===== src/rtl/core/smoothed_point_follower_heading_core_defines.svh =====
// Assertion macros shared by the core. They expect clk and rst in scope.
`ifndef SMOOTHED_POINT_FOLLOWER_HEADING_CORE_DEFINES_SVH
`define SMOOTHED_POINT_FOLLOWER_HEADING_CORE_DEFINES_SVH

// Check that cons holds in the same cycle as ante.
`define SPHD_ASSERT_NOW(label, ante, cons) \
  label: assert property (@(posedge clk) disable iff (rst) (ante) |-> (cons)) \
    else $error("sphd same-cycle check failed");

// Check that cons holds in the cycle after ante.
`define SPHD_ASSERT_NEXT(label, ante, cons) \
  label: assert property (@(posedge clk) disable iff (rst) (ante) |=> (cons)) \
    else $error("sphd next-cycle check failed");

`endif


===== src/rtl/core/sphd_pkg.sv =====
package sphd_pkg;

  localparam int TGT_W      = 16;
  localparam int POS_W      = 32;
  localparam int GAP_W      = 33;
  localparam int RATE_W     = 16;
  localparam int PROD_W     = 50;
  localparam int STEP_W     = 34;
  localparam int SUM_W      = 35;
  localparam int HEAD_W     = 16;
  localparam int CW         = 45;
  localparam int ACC_W      = 26;
  localparam int ATAN_DEPTH = 24;
  localparam int ITER_CNT_W = 5;
  localparam int QDEPTH     = 2;

  localparam int ANGLE_ITERATIONS_DEF = 16;

  localparam int PADDR_W = 3;
  localparam int PDATA_W = 32;
  localparam logic [PADDR_W-3:0] REG_CATCH_UP_RATE = '0;
  localparam logic [RATE_W-1:0] CATCH_UP_RATE_RST = 16'd1966;

  // Quarter turn in 1/256 heading units.
  localparam logic signed [ACC_W-1:0] ACC_QUARTER = 26'sd4194304;

  typedef struct packed {
    logic signed [POS_W-1:0] nx;
    logic signed [POS_W-1:0] ny;
    logic signed [GAP_W-1:0] dx;
    logic signed [GAP_W-1:0] dy;
  } sphd_move_t;

  typedef struct packed {
    logic full;
    logic empty;
  } sphd_qstat_t;

  typedef enum logic [1:0] {F_IDLE, F_MUL, F_UPD} sphd_front_state_t;
  typedef enum logic [1:0] {B_IDLE, B_NORM, B_ITER, B_DONE} sphd_back_state_t;

  // atan(2^-i) in 1/256 heading units.
  function automatic logic signed [ACC_W-1:0] atan_lookup(input logic [ITER_CNT_W-1:0] i);
    logic signed [ACC_W-1:0] r;
    r = '0;
    case (i)
      5'd0:    r = 26'sd2097152;
      5'd1:    r = 26'sd1238021;
      5'd2:    r = 26'sd654136;
      5'd3:    r = 26'sd332050;
      5'd4:    r = 26'sd166669;
      5'd5:    r = 26'sd83416;
      5'd6:    r = 26'sd41718;
      5'd7:    r = 26'sd20860;
      5'd8:    r = 26'sd10430;
      5'd9:    r = 26'sd5215;
      5'd10:   r = 26'sd2608;
      5'd11:   r = 26'sd1304;
      5'd12:   r = 26'sd652;
      5'd13:   r = 26'sd326;
      5'd14:   r = 26'sd163;
      5'd15:   r = 26'sd81;
      5'd16:   r = 26'sd41;
      5'd17:   r = 26'sd20;
      5'd18:   r = 26'sd10;
      5'd19:   r = 26'sd5;
      5'd20:   r = 26'sd3;
      5'd21:   r = 26'sd1;
      5'd22:   r = 26'sd1;
      default: r = '0;
    endcase
    return r;
  endfunction

endpackage


===== src/rtl/core/sphd_queue.sv =====
module sphd_queue (
  input  logic                  clk,
  input  logic                  rst,
  input  logic                  push,
  input  sphd_pkg::sphd_move_t  push_data,
  input  logic                  pop,
  output sphd_pkg::sphd_move_t  pop_data,
  output sphd_pkg::sphd_qstat_t qstat
);
  import sphd_pkg::*;

  localparam int PTR_W = $clog2(QDEPTH);

  sphd_move_t         slots [QDEPTH];
  logic [PTR_W-1:0]   wptr, rptr;
  logic [PTR_W:0]     count;

  assign pop_data    = slots[rptr];
  assign qstat.full  = (count == (PTR_W+1)'(QDEPTH));
  assign qstat.empty = (count == '0);

  always_ff @(posedge clk) begin
    if (rst) begin
      wptr  <= '0;
      rptr  <= '0;
      count <= '0;
    end else begin
      if (push) wptr <= (wptr == PTR_W'(QDEPTH-1)) ? '0 : wptr + 1'b1;
      if (pop)  rptr <= (rptr == PTR_W'(QDEPTH-1)) ? '0 : rptr + 1'b1;
      if (push && !pop)      count <= count + 1'b1;
      else if (pop && !push) count <= count - 1'b1;
    end
  end

  always_ff @(posedge clk) begin
    if (push) slots[wptr] <= push_data;
  end

endmodule


===== config.mk =====
export PLATFORM = sky130hd
export DESIGN_NAME = sphd_queue
export DESIGN_NICKNAME = d
export VERILOG_FILES = /design/src/rtl/core/smoothed_point_follower_heading_core_defines.svh /design/src/rtl/core/sphd_pkg.sv /design/src/rtl/core/sphd_queue.sv
export SDC_FILE = /design/constraint.sdc
export NUM_CORES = 1
export LEC_CHECK = 0
export ABC_CLOCK_PERIOD_IN_PS = 9850
export BUFFER_PORTS_ARGS = -buffer_cell sky130_fd_sc_hd__buf_2
export CORE_ASPECT_RATIO = 1.25
export CORE_MARGIN = 2
export CORE_UTILIZATION = 52
export DETAILED_ROUTE_END_ITERATION = 6
export PLACE_DENSITY = 0.82
export SYNTH_ARGS = -nofsm -noshare
export SYNTH_HDL_FRONTEND = slang
export SYNTH_SLANG_ARGS = --single-unit

===== constraint.sdc =====
create_clock -name clk -period 9.85 [get_ports clk]
set_input_delay 0.985 -clock clk [delete_from_list [all_inputs] [get_ports clk]]
set_output_delay 0.985 -clock clk [all_outputs]
set_load 0.1 [all_outputs]

==> reports/qor.yml <==
run_status:
  status: "complete, no violations"
cts:
  cts.repair.resized: 0
  cts_hold_buf: 0
  cts_setup_buffers: 0
  cts_tree: "yes"
  clk_path_buf_depth: 3
  h-tree-depth: 1
  numCtsBuffers: 24
  cts_root_buf: "clkbuf_16"
  clk_pin_slew_worst_paths_ps: 60
  cts.sinks: 265
  clk-insertion-delay-late_ps: 510
global_routing:
  antenna_found_initial: 3
  gr-total-overflow: 0
  first_global_vias: 5364
  grt_first_pass_wirelength_um: 26500
  grt_max_degree: 73
  track_usage: 0.172
routing:
  wl_um: 18000
  viasPerCell: 5.13
  first_pass_iters: 4
  vias: 4907
  initialDrtViolationCount: 323
  drc: 0
  postRouteAntennaNets: 0
  wl_per_cell_um: 18.8
setup_path:
  path_cells: "buf_4, mux2_2, buf_2"
  cp.required_ps: 8870
  cp_num_buf_inv: 2
  cp_top_family: "buffers and inverters"
  crit_type: "reg -> out"
  crit_arrival_ps: 3050
  slowest_stage: "dfxtp_4"
  slowest_delay_ps: 830
  critPathMaxFanout: 72
  start_kind: "flip-flop"
  end_kind: "output pin"
timing:
  skew_ps: 8.69
  timing.fmax_mhz: 248
  rsz0062_at_grt: "no"
  timing.setup.tns_ps: 0
  holdWs_ps: 536
  finalHoldViolCount: 0
  maxSlewHeadroom: 0.375
  tightest_slew_ps: 938
  period_share: 0.410
  finalCriticalPeriod_ps: 4040
  setup_viol: 0
  timing.final.max_slew_violations: 0
yosys:
  ys_seq_elements: 265
  syn-mean-instance-area_um2: 22.6
  yosysSeqAreaShare: 0.823
  syn_area_um2: 9610
  syn_inst: 426
  synth_nets: 561
  ys_types: 16
  yosysWarnings: 0
place:
  io_buffers: 265
  hpwl_um: 11900
  gp_congestion: 0.735
job:
  maxCapViolations: 0
layout:
  nNetsFinal: 842
  multi_input_area_um2: 1580
  mostFrequentLayoutCells: "buf_2, edfxtp_1, mux2_2"
  drive_gt1_frac: 0.604
  seqCellArea_um2: 7910
  final_common_cell: "buf_2"
  fillers: 1196
  areaGrowthSynthToFinish_pct: 24.5
floorplan:
  die_width_um: 126
  initial_core_util: 0.531
  core_area_um2: 18100
  die_height_um: 156
  io_pins: 266
  die_area_um2: 19600
  rows: 55
hold_path:
  hold_class: "reg -> reg"
pwr:
  p_leak_uw: 0.00449
  irDropWorstVdd_uv: 234
  powerDensity_nw_per_um2: 248
-- power breakdown --
| group | internal, uW | switching (uW) | leakage (uW) |
|---|---|---|---|
| Clock | 579 | 378 | 0.000402 |
| Combinational | 121 | 546 | 0.00161 |
| Sequential | 1320 | 25.5 | 0.00248 |
-- worst register-to-register path, stage by stage (launching register included) --
cell	delay [ps]
dfxtp_1	420
and2_4	720
buf_4	880
-- cells in the mapped netlist --
cell type	count	area, um^2
or3_1	1	6.26
buf_6	10	113
mux2_2	130	1460
inv_1	1	3.75
a21oi_1	1	5.00
buf_2	3	15.0
dfxtp_1	5	100
ha_1	1	12.5
xor2_1	2	17.5
o21ai_0	1	5.00
and2_1	1	6.26
buf_4	1	7.51
xnor2_1	2	17.5
nor2b_1	2	12.5
nor2_1	5	18.8
edfxtp_1	260	7810
-- cell type report --
class	instances	share of cell area
antenna	3	0.000627
timing repair buffer	269	0.113
tap	228	0.0238
multi-input combinational	146	0.132
clock inverter	11	0.0134
inverter	1	0.000314
sequential	265	0.661
clock buffer	33	0.0556
-- logic make-up after synthesis --
| logic type | Yosys count | synth area share |
|---|---|---|
| muxes | 130 | 0.152 |
| adders and majority gates | 1 | 0.00130 |
| DFF | 265 | 0.823 |
| xor gates and xnor gates | 4 | 0.00365 |
| and+or+nand+nor | 9 | 0.00456 |
| AOI/OAI and AO/OA | 2 | 0.00104 |
| buffers and inverters | 15 | 0.0144 |
-- metrics by stage --
| step | worst slack [ps] | cells | power, uW | instance area, um^2 | utilization |
|---|---|---|---|---|---|
| 2_1_floorplan | 2600 | 426 | 1940 | 9610 | - |
| 6_report | 5810 | 956 | 2970 | 12000 | 0.661 |
| 5_1_grt | 5640 | 954 | 3050 | 12000 | 0.661 |
| 4_1_cts | 5770 | 953 | 2990 | 12000 | 0.661 |
| 3_3_place_gp | 6390 | 909 | 2020 | 11100 | 0.615 |
| 3_5_place_dp | 6320 | 909 | 2040 | 11100 | 0.615 |
-- state kept, by name (all words and copies together) (netlist names), named ones only --
name	count
wptr	1
rptr	1
slots	260
count	2
-- final timing paths --
| check | start | end | slack (ps) | depth (start not counted) |
|---|---|---|---|---|
| min | count[1] | count[1] | 540 | 2 |
| max reg2reg | wptr | slots[1][88] | 7390 | 2 |
| max | flip-flop | pop_data[128] | 5810 | 3 |
| min reg2reg | count[1] | count[1] | 540 | 2 |
-- routing by layer --
| layer | global-route usage | part of all wire | vias up |
|---|---|---|---|
| met4 | 0.0698 | 0.032 | 0 |
| met1 | 0.188 | 0.37 | 2407 |
| met5 | 0 | 0 | - |
| li1 | - | - | 2260 |
| met3 | 0.0535 | 0.079 | 41 |
| met2 | 0.311 | 0.52 | 199 |
No activity file was read; power rests on OpenSTA's default activity.
