==> config.mk <==
export PLATFORM = sky130hd
export DESIGN_NAME = sphd_front
export DESIGN_NICKNAME = d
export VERILOG_FILES = /design/src/rtl/core/smoothed_point_follower_heading_core_defines.svh /design/src/rtl/core/sphd_pkg.sv /design/src/rtl/core/sphd_front.sv
export SDC_FILE = /design/constraint.sdc
export NUM_CORES = 2
export LEC_CHECK = 0
export BUFFER_PORTS_ARGS = -buffer_cell sky130_fd_sc_hd__buf_2
export CAP_MARGIN = 20
export CORE_MARGIN = 10
export CORE_UTILIZATION = 65
export CTS_CLUSTER_SIZE = 25
export DETAILED_ROUTE_END_ITERATION = 12
export PLACE_DENSITY = 0.79
export SYNTH_ARGS = -nofsm -noshare
export SYNTH_HDL_FRONTEND = slang
export SYNTH_SLANG_ARGS = --single-unit
export TNS_END_PERCENT = 30
==> constraint.sdc <==
create_clock -name clk -period 19.12 [get_ports clk]
set_clock_uncertainty 0.1 [all_clocks]
set_input_delay 2.868 -clock clk [delete_from_list [all_inputs] [get_ports clk]]
set_output_delay 2.868 -clock clk [all_outputs]
set_load 0.1 [all_outputs]
==> src/rtl/core/smoothed_point_follower_heading_core_defines.svh <==
// Assertion macros shared by the core. They expect clk and rst in scope.
`ifndef SMOOTHED_POINT_FOLLOWER_HEADING_CORE_DEFINES_SVH
`define SMOOTHED_POINT_FOLLOWER_HEADING_CORE_DEFINES_SVH

// Check that cons holds in the same cycle as ante.
`define SPHD_ASSERT_NOW(label, ante, cons) \
  label: assert property (@(posedge clk) disable iff (rst) (ante) |-> (cons)) \
    else $error("sphd same-cycle check failed");

// Check that cons holds in the cycle after ante.
`define SPHD_ASSERT_NEXT(label, ante, cons) \
  label: assert property (@(posedge clk) disable iff (rst) (ante) |=> (cons)) \
    else $error("sphd next-cycle check failed");

`endif

==> src/rtl/core/sphd_pkg.sv <==
package sphd_pkg;

  localparam int TGT_W      = 16;
  localparam int POS_W      = 32;
  localparam int GAP_W      = 33;
  localparam int RATE_W     = 16;
  localparam int PROD_W     = 50;
  localparam int STEP_W     = 34;
  localparam int SUM_W      = 35;
  localparam int HEAD_W     = 16;
  localparam int CW         = 45;
  localparam int ACC_W      = 26;
  localparam int ATAN_DEPTH = 24;
  localparam int ITER_CNT_W = 5;
  localparam int QDEPTH     = 2;

  localparam int ANGLE_ITERATIONS_DEF = 16;

  localparam int PADDR_W = 3;
  localparam int PDATA_W = 32;
  localparam logic [PADDR_W-3:0] REG_CATCH_UP_RATE = '0;
  localparam logic [RATE_W-1:0] CATCH_UP_RATE_RST = 16'd1966;

  // Quarter turn in 1/256 heading units.
  localparam logic signed [ACC_W-1:0] ACC_QUARTER = 26'sd4194304;

  typedef struct packed {
    logic signed [POS_W-1:0] nx;
    logic signed [POS_W-1:0] ny;
    logic signed [GAP_W-1:0] dx;
    logic signed [GAP_W-1:0] dy;
  } sphd_move_t;

  typedef struct packed {
    logic full;
    logic empty;
  } sphd_qstat_t;

  typedef enum logic [1:0] {F_IDLE, F_MUL, F_UPD} sphd_front_state_t;
  typedef enum logic [1:0] {B_IDLE, B_NORM, B_ITER, B_DONE} sphd_back_state_t;

  // atan(2^-i) in 1/256 heading units.
  function automatic logic signed [ACC_W-1:0] atan_lookup(input logic [ITER_CNT_W-1:0] i);
    logic signed [ACC_W-1:0] r;
    r = '0;
    case (i)
      5'd0:    r = 26'sd2097152;
      5'd1:    r = 26'sd1238021;
      5'd2:    r = 26'sd654136;
      5'd3:    r = 26'sd332050;
      5'd4:    r = 26'sd166669;
      5'd5:    r = 26'sd83416;
      5'd6:    r = 26'sd41718;
      5'd7:    r = 26'sd20860;
      5'd8:    r = 26'sd10430;
      5'd9:    r = 26'sd5215;
      5'd10:   r = 26'sd2608;
      5'd11:   r = 26'sd1304;
      5'd12:   r = 26'sd652;
      5'd13:   r = 26'sd326;
      5'd14:   r = 26'sd163;
      5'd15:   r = 26'sd81;
      5'd16:   r = 26'sd41;
      5'd17:   r = 26'sd20;
      5'd18:   r = 26'sd10;
      5'd19:   r = 26'sd5;
      5'd20:   r = 26'sd3;
      5'd21:   r = 26'sd1;
      5'd22:   r = 26'sd1;
      default: r = '0;
    endcase
    return r;
  endfunction

endpackage

==> src/rtl/core/sphd_front.sv <==
module sphd_front (
  input  logic                         clk,
  input  logic                         rst,
  input  logic [sphd_pkg::RATE_W-1:0]  rate,
  input  logic                         s_axis_tvalid,
  output logic                         s_axis_tready,
  input  logic [31:0]                  s_axis_tdata,   // target_x [15:0], target_y [31:16]
  input  sphd_pkg::sphd_qstat_t        qstat,
  output logic                         push,
  output sphd_pkg::sphd_move_t         push_data
);
  import sphd_pkg::*;

  sphd_front_state_t state, state_next;

  logic signed [POS_W-1:0]  pos_x, pos_y;
  logic signed [TGT_W-1:0]  tx, ty;
  logic signed [PROD_W-1:0] prod_x, prod_y;

  logic signed [GAP_W-1:0]  gap_x, gap_y;
  logic signed [RATE_W:0]   rate_s;
  logic signed [PROD_W-1:0] rnd_x, rnd_y;
  logic signed [STEP_W-1:0] step_x, step_y;
  logic signed [SUM_W-1:0]  sum_x, sum_y;
  logic signed [POS_W-1:0]  nx, ny;

  function automatic logic signed [POS_W-1:0] sat(input logic signed [SUM_W-1:0] v);
    logic signed [POS_W-1:0] r;
    r = v[POS_W-1:0];
    if (v[SUM_W-1:POS_W-1] != '0 && v[SUM_W-1:POS_W-1] != '1) begin
      r = v[SUM_W-1] ? {1'b1, {(POS_W-1){1'b0}}} : {1'b0, {(POS_W-1){1'b1}}};
    end
    return r;
  endfunction

  always_comb begin
    rate_s = $signed({1'b0, rate});
    gap_x  = GAP_W'($signed({tx, 16'b0})) - GAP_W'(pos_x);
    gap_y  = GAP_W'($signed({ty, 16'b0})) - GAP_W'(pos_y);
    rnd_x  = prod_x + PROD_W'(32768);
    rnd_y  = prod_y + PROD_W'(32768);
    step_x = rnd_x[PROD_W-1:16];
    step_y = rnd_y[PROD_W-1:16];
    sum_x  = SUM_W'(pos_x) + SUM_W'(step_x);
    sum_y  = SUM_W'(pos_y) + SUM_W'(step_y);
    nx     = sat(sum_x);
    ny     = sat(sum_y);
    push_data.nx = nx;
    push_data.ny = ny;
    push_data.dx = GAP_W'(nx) - GAP_W'(pos_x);
    push_data.dy = GAP_W'(ny) - GAP_W'(pos_y);
  end

  always_comb begin
    state_next    = state;
    s_axis_tready = 1'b0;
    push          = 1'b0;
    unique case (state)
      F_IDLE: begin
        s_axis_tready = 1'b1;
        if (s_axis_tvalid) state_next = F_MUL;
      end
      F_MUL: state_next = F_UPD;
      F_UPD: begin
        if (!qstat.full) begin
          push       = 1'b1;
          state_next = F_IDLE;
        end
      end
      default: state_next = F_IDLE;
    endcase
  end

  always_ff @(posedge clk) begin
    if (rst) begin
      state <= F_IDLE;
      pos_x <= '0;
      pos_y <= '0;
    end else begin
      state <= state_next;
      if (push) begin
        pos_x <= nx;
        pos_y <= ny;
      end
    end
  end

  always_ff @(posedge clk) begin
    if (s_axis_tvalid && s_axis_tready) begin
      tx <= s_axis_tdata[15:0];
      ty <= s_axis_tdata[31:16];
    end
    if (state == F_MUL) begin
      prod_x <= PROD_W'(gap_x) * PROD_W'(rate_s);
      prod_y <= PROD_W'(gap_y) * PROD_W'(rate_s);
    end
  end

endmodule

==> flow_summary.json <==
{
  "worst_r2r_path_depth": 32,
  "ys_warn_count": 0,
  "crit_fanout": 22,
  "drc_errors": 0,
  "design.core.area_um2": 79000,
  "post-synth-top-count-cell": "inv_1",
  "syn_area_per_cell_um2": 8.619,
  "crit_path_top_delay_cell": "o211a_1",
  "synth_top_cells_by_area": "fa_1 38%, ha_1 9.8%, inv_1 9.7%",
  "clock_insertion_delay_worst_skew_ns": 0.47,
  "synth_seq_area_share_pct": 8.473,
  "chipHeight_um": 302.1,
  "mappedNetlistArea_um2": 51740,
  "initial_core_util_pct": 65.50,
  "clockRootBuffer": "clkbuf_16",
  "finalWirelength_um": 135400,
  "endpoint_kind": "output port",
  "portBuffers": 183,
  "ratio_of_cells_with_drive_above_1_in_the_final_layout_pct": 5.971,
  "drt-vias-per-instance": 5.784,
  "number_of_flops_mapped_to_enable_cells_by_yosys": 102,
  "worst_slew_margin_rel_pct": 26.06,
  "clkTransAtPathRegs_ns": 0.08,
  "groute.usage.overall_pct": 30.50,
  "ys_dominant_reg_cell": "edfxtp_1",
  "post_synth_adder_cell_area_pct": 48.40,
  "timing.critical_path.from_type": "flop",
  "cts_setup_buffers": 0,
  "netlist-cell-type-count": 85,
  "grt_first_pass_wirelength_um": 223200,
  "synth_compound_area_share_pct": 9.714,
  "cts.sinks": 168,
  "timing.hold.worst.class": "flop to flop",
  "detailedRoute.firstPassIterationCount": 7,
  "design.die.area_um2": 91290,
  "timing.final.crit_share_pct": 67.10,
  "post_synthesis_sequential_element_count": 168,
  "antenna_violating_nets_remaining": 0,
  "antenna_violations_before_repair": 0,
  "cp_data_arrival_time_ns": 9.86,
  "iter_0_drt_violations": 2661,
  "synth_mux_area_share_pct": 0.06287,
  "num_io_pins": 185,
  "synthToLayoutAreaGrowth_pct": 4.936,
  "place.detailed.hpwl_um": 107200,
  "routed-via-count": 41148,
  "tritoncts.num_buffers": 17,
  "worstMarginPinSlew_ns": 1.097,
  "clockBufferDepth": 2,
  "final_number_of_max_transition_violations": 0,
  "synth_top_area_share_pct": 38.46,
  "grt_remaining_overflow": 0,
  "tns_ns": 0,
  "die_w_um": 302.1,
  "yosys-top-cells-count": "1331 x inv_1, 994 x fa_1, 851 x nand2_1",
  "final_hold_viol_count": 0,
  "grt_max_degree": 72,
  "syn_inst": 6003,
  "placement_rows": 103,
  "result_of_the_run": "completed",
  "yosys.area_share.xor_xnor_pct": 5.497,
  "critical-path-top-cell-by-count": "o21ai_0",
  "tritoncts_clock_tree": "done",
  "ctsHtreeMaxLevel": 4,
  "worstReg2RegStart": "pos_y[0]",
  "max_freq_mhz": 77.94,
  "post-route-min-period_ns": 12.83,
  "postSynth.asyncResetShare_pct": 0,
  "mappedNetlistNets": 7454,
  "timing_endpoint_of_the_critical_path": "push_data[29]",
  "critPathKind": "flop to output port",
  "worstPathRequired_ns": 16.15,
  "routabilityCongestion": 0.9314,
  "timing.final.setup_violations": 0,
  "number_of_global_route_vias_before_repair": 44461,
  "finish.net_count": 7501,
  "timing.reg2reg.setup_slack_ns": 9.55,
  "critical_path.startpoint": "prod_y[15]",
  "critical-path-max-stage-delay_ns": 0.73,
  "synth_top_family_by_area": "adder cells",
  "wire_per_inst_um": 19.04,
  "rsz0062_at_grt": "no",
  "endpoint_of_the_most_critical_register_to_register_path": "prod_y[49]",
  "synth_simple_gate_area_share_pct": 16.40,
  "drv_cap": 0,
  "postCtsResizedCells": 0,
  "yosys.area.top_type": "fa_1",
  "postCtsHoldBufs": 0
}
-- logic make-up (layout without fill, tap and decap cells) --
family	after synthesis	after routing
flip-flops	168	168
XOR/XNOR	323	323
buffers and inverters	1562	1622
multiplexers	3	3
other	0	1
adder cells (fa/ha/maj)	1407	1407
AO/OA/AOI/OAI	754	754
AND/OR/NAND/NOR	1786	1786
-- sequential cells by signal (all words and copies together), names as in the netlist --
register / cells
tx: 16
state: 2
pos_x: 32
prod_y: 35
prod_x: 35
pos_y: 32
ty: 16
-- layout make-up --
type | count | area (µm²)
clock inverters | 15 | 166.4
flip-flops and latches | 168 | 4384
repair buffers | 259 | 1501
clock buffers | 17 | 425.4
multi-input cells | 4273 | 41500
diodes | 1 | 2.502
fillers | 6290 | 24700
well taps | 1050 | 1314
inverters | 1331 | 4996
-- worst max-delay path, delay by kind of cell (launching register included) --
family / cells / cell delay [ns]
adders and majority gates: 3 / 0.90
and+or+nand+nor: 11 / 3.10
buffers and inverters: 1 / 0.44
AOI/OAI and AO/OA: 14 / 4.34
DFF: 1 / 0.38
xor gates and xnor gates: 2 / 0.22
-- worst min path at each step --
stage | from | endpoint | slack [ns] | depth (start not counted)
floorplan | pos_x[1] | pos_x[1] | 0.36 | 2
global placement | pos_y[27] | pos_y[27] | 0.41 | 2
detailed placement | pos_x[17] | pos_x[17] | 0.42 | 2
CTS | pos_x[17] | pos_x[17] | 0.43 | 2
global route | pos_x[17] | pos_x[17] | 0.45 | 2
finish | pos_x[17] | pos_x[17] | 0.44 | 2
-- stage by stage --
stage | utilization [%] | setup slack [ns] | cells | area, µm² | hold WS (ns)
global route | 68.72 | 5.679 | 7113 | 54290 | 0.4528
CTS | 68.72 | 6.550 | 7113 | 54290 | 0.4321
floorplan | - | 5.415 | 6003 | 51740 | 0.3621
detailed placement | 67.98 | 7.109 | 7081 | 53700 | 0.4245
global placement | 67.98 | 7.327 | 7081 | 53700 | 0.4122
finish | 68.73 | 6.290 | 7114 | 54290 | 0.4359
-- layer usage --
| layer | GRT usage [%] | routed length [µm] |
|---|---|---|
| met1 | 34.19 | 48410 |
| met2 | 55.51 | 70210 |
| met3 | 3.395 | 7755 |
| met4 | 17.88 | 9055 |
| met5 | 0 | 0 |
-- cells in the final DEF (no fill, tap or decap), types with 9 or more instances in the layout --
cell type,instances
nor4_1,12
o21a_1,43
nor2b_1,33
o21ai_0,154
nand2_1,851
maj3_1,9
inv_1,1330
o31ai_1,15
a21o_1,95
xnor2_1,228
dfxtp_1,66
xor2_1,85
nor3_1,49
buf_4,82
nand2b_1,35
o21bai_1,30
or3_1,12
and2_1,413
o211ai_1,20
a31oi_1,23
fa_1,994
a21oi_1,186
a221oi_1,11
buf_2,177
and3_1,32
ha_1,404
o21ai_1,9
o221a_2,20
clkbuf_16,17
edfxtp_1,102
nor2_1,196
o22ai_1,16
and4_1,11
nand4_1,34
a211oi_1,38
nand3_1,80
Power is not shown: default switching activity piles up to over one toggle a cycle in this logic, so the estimate is an artifact.
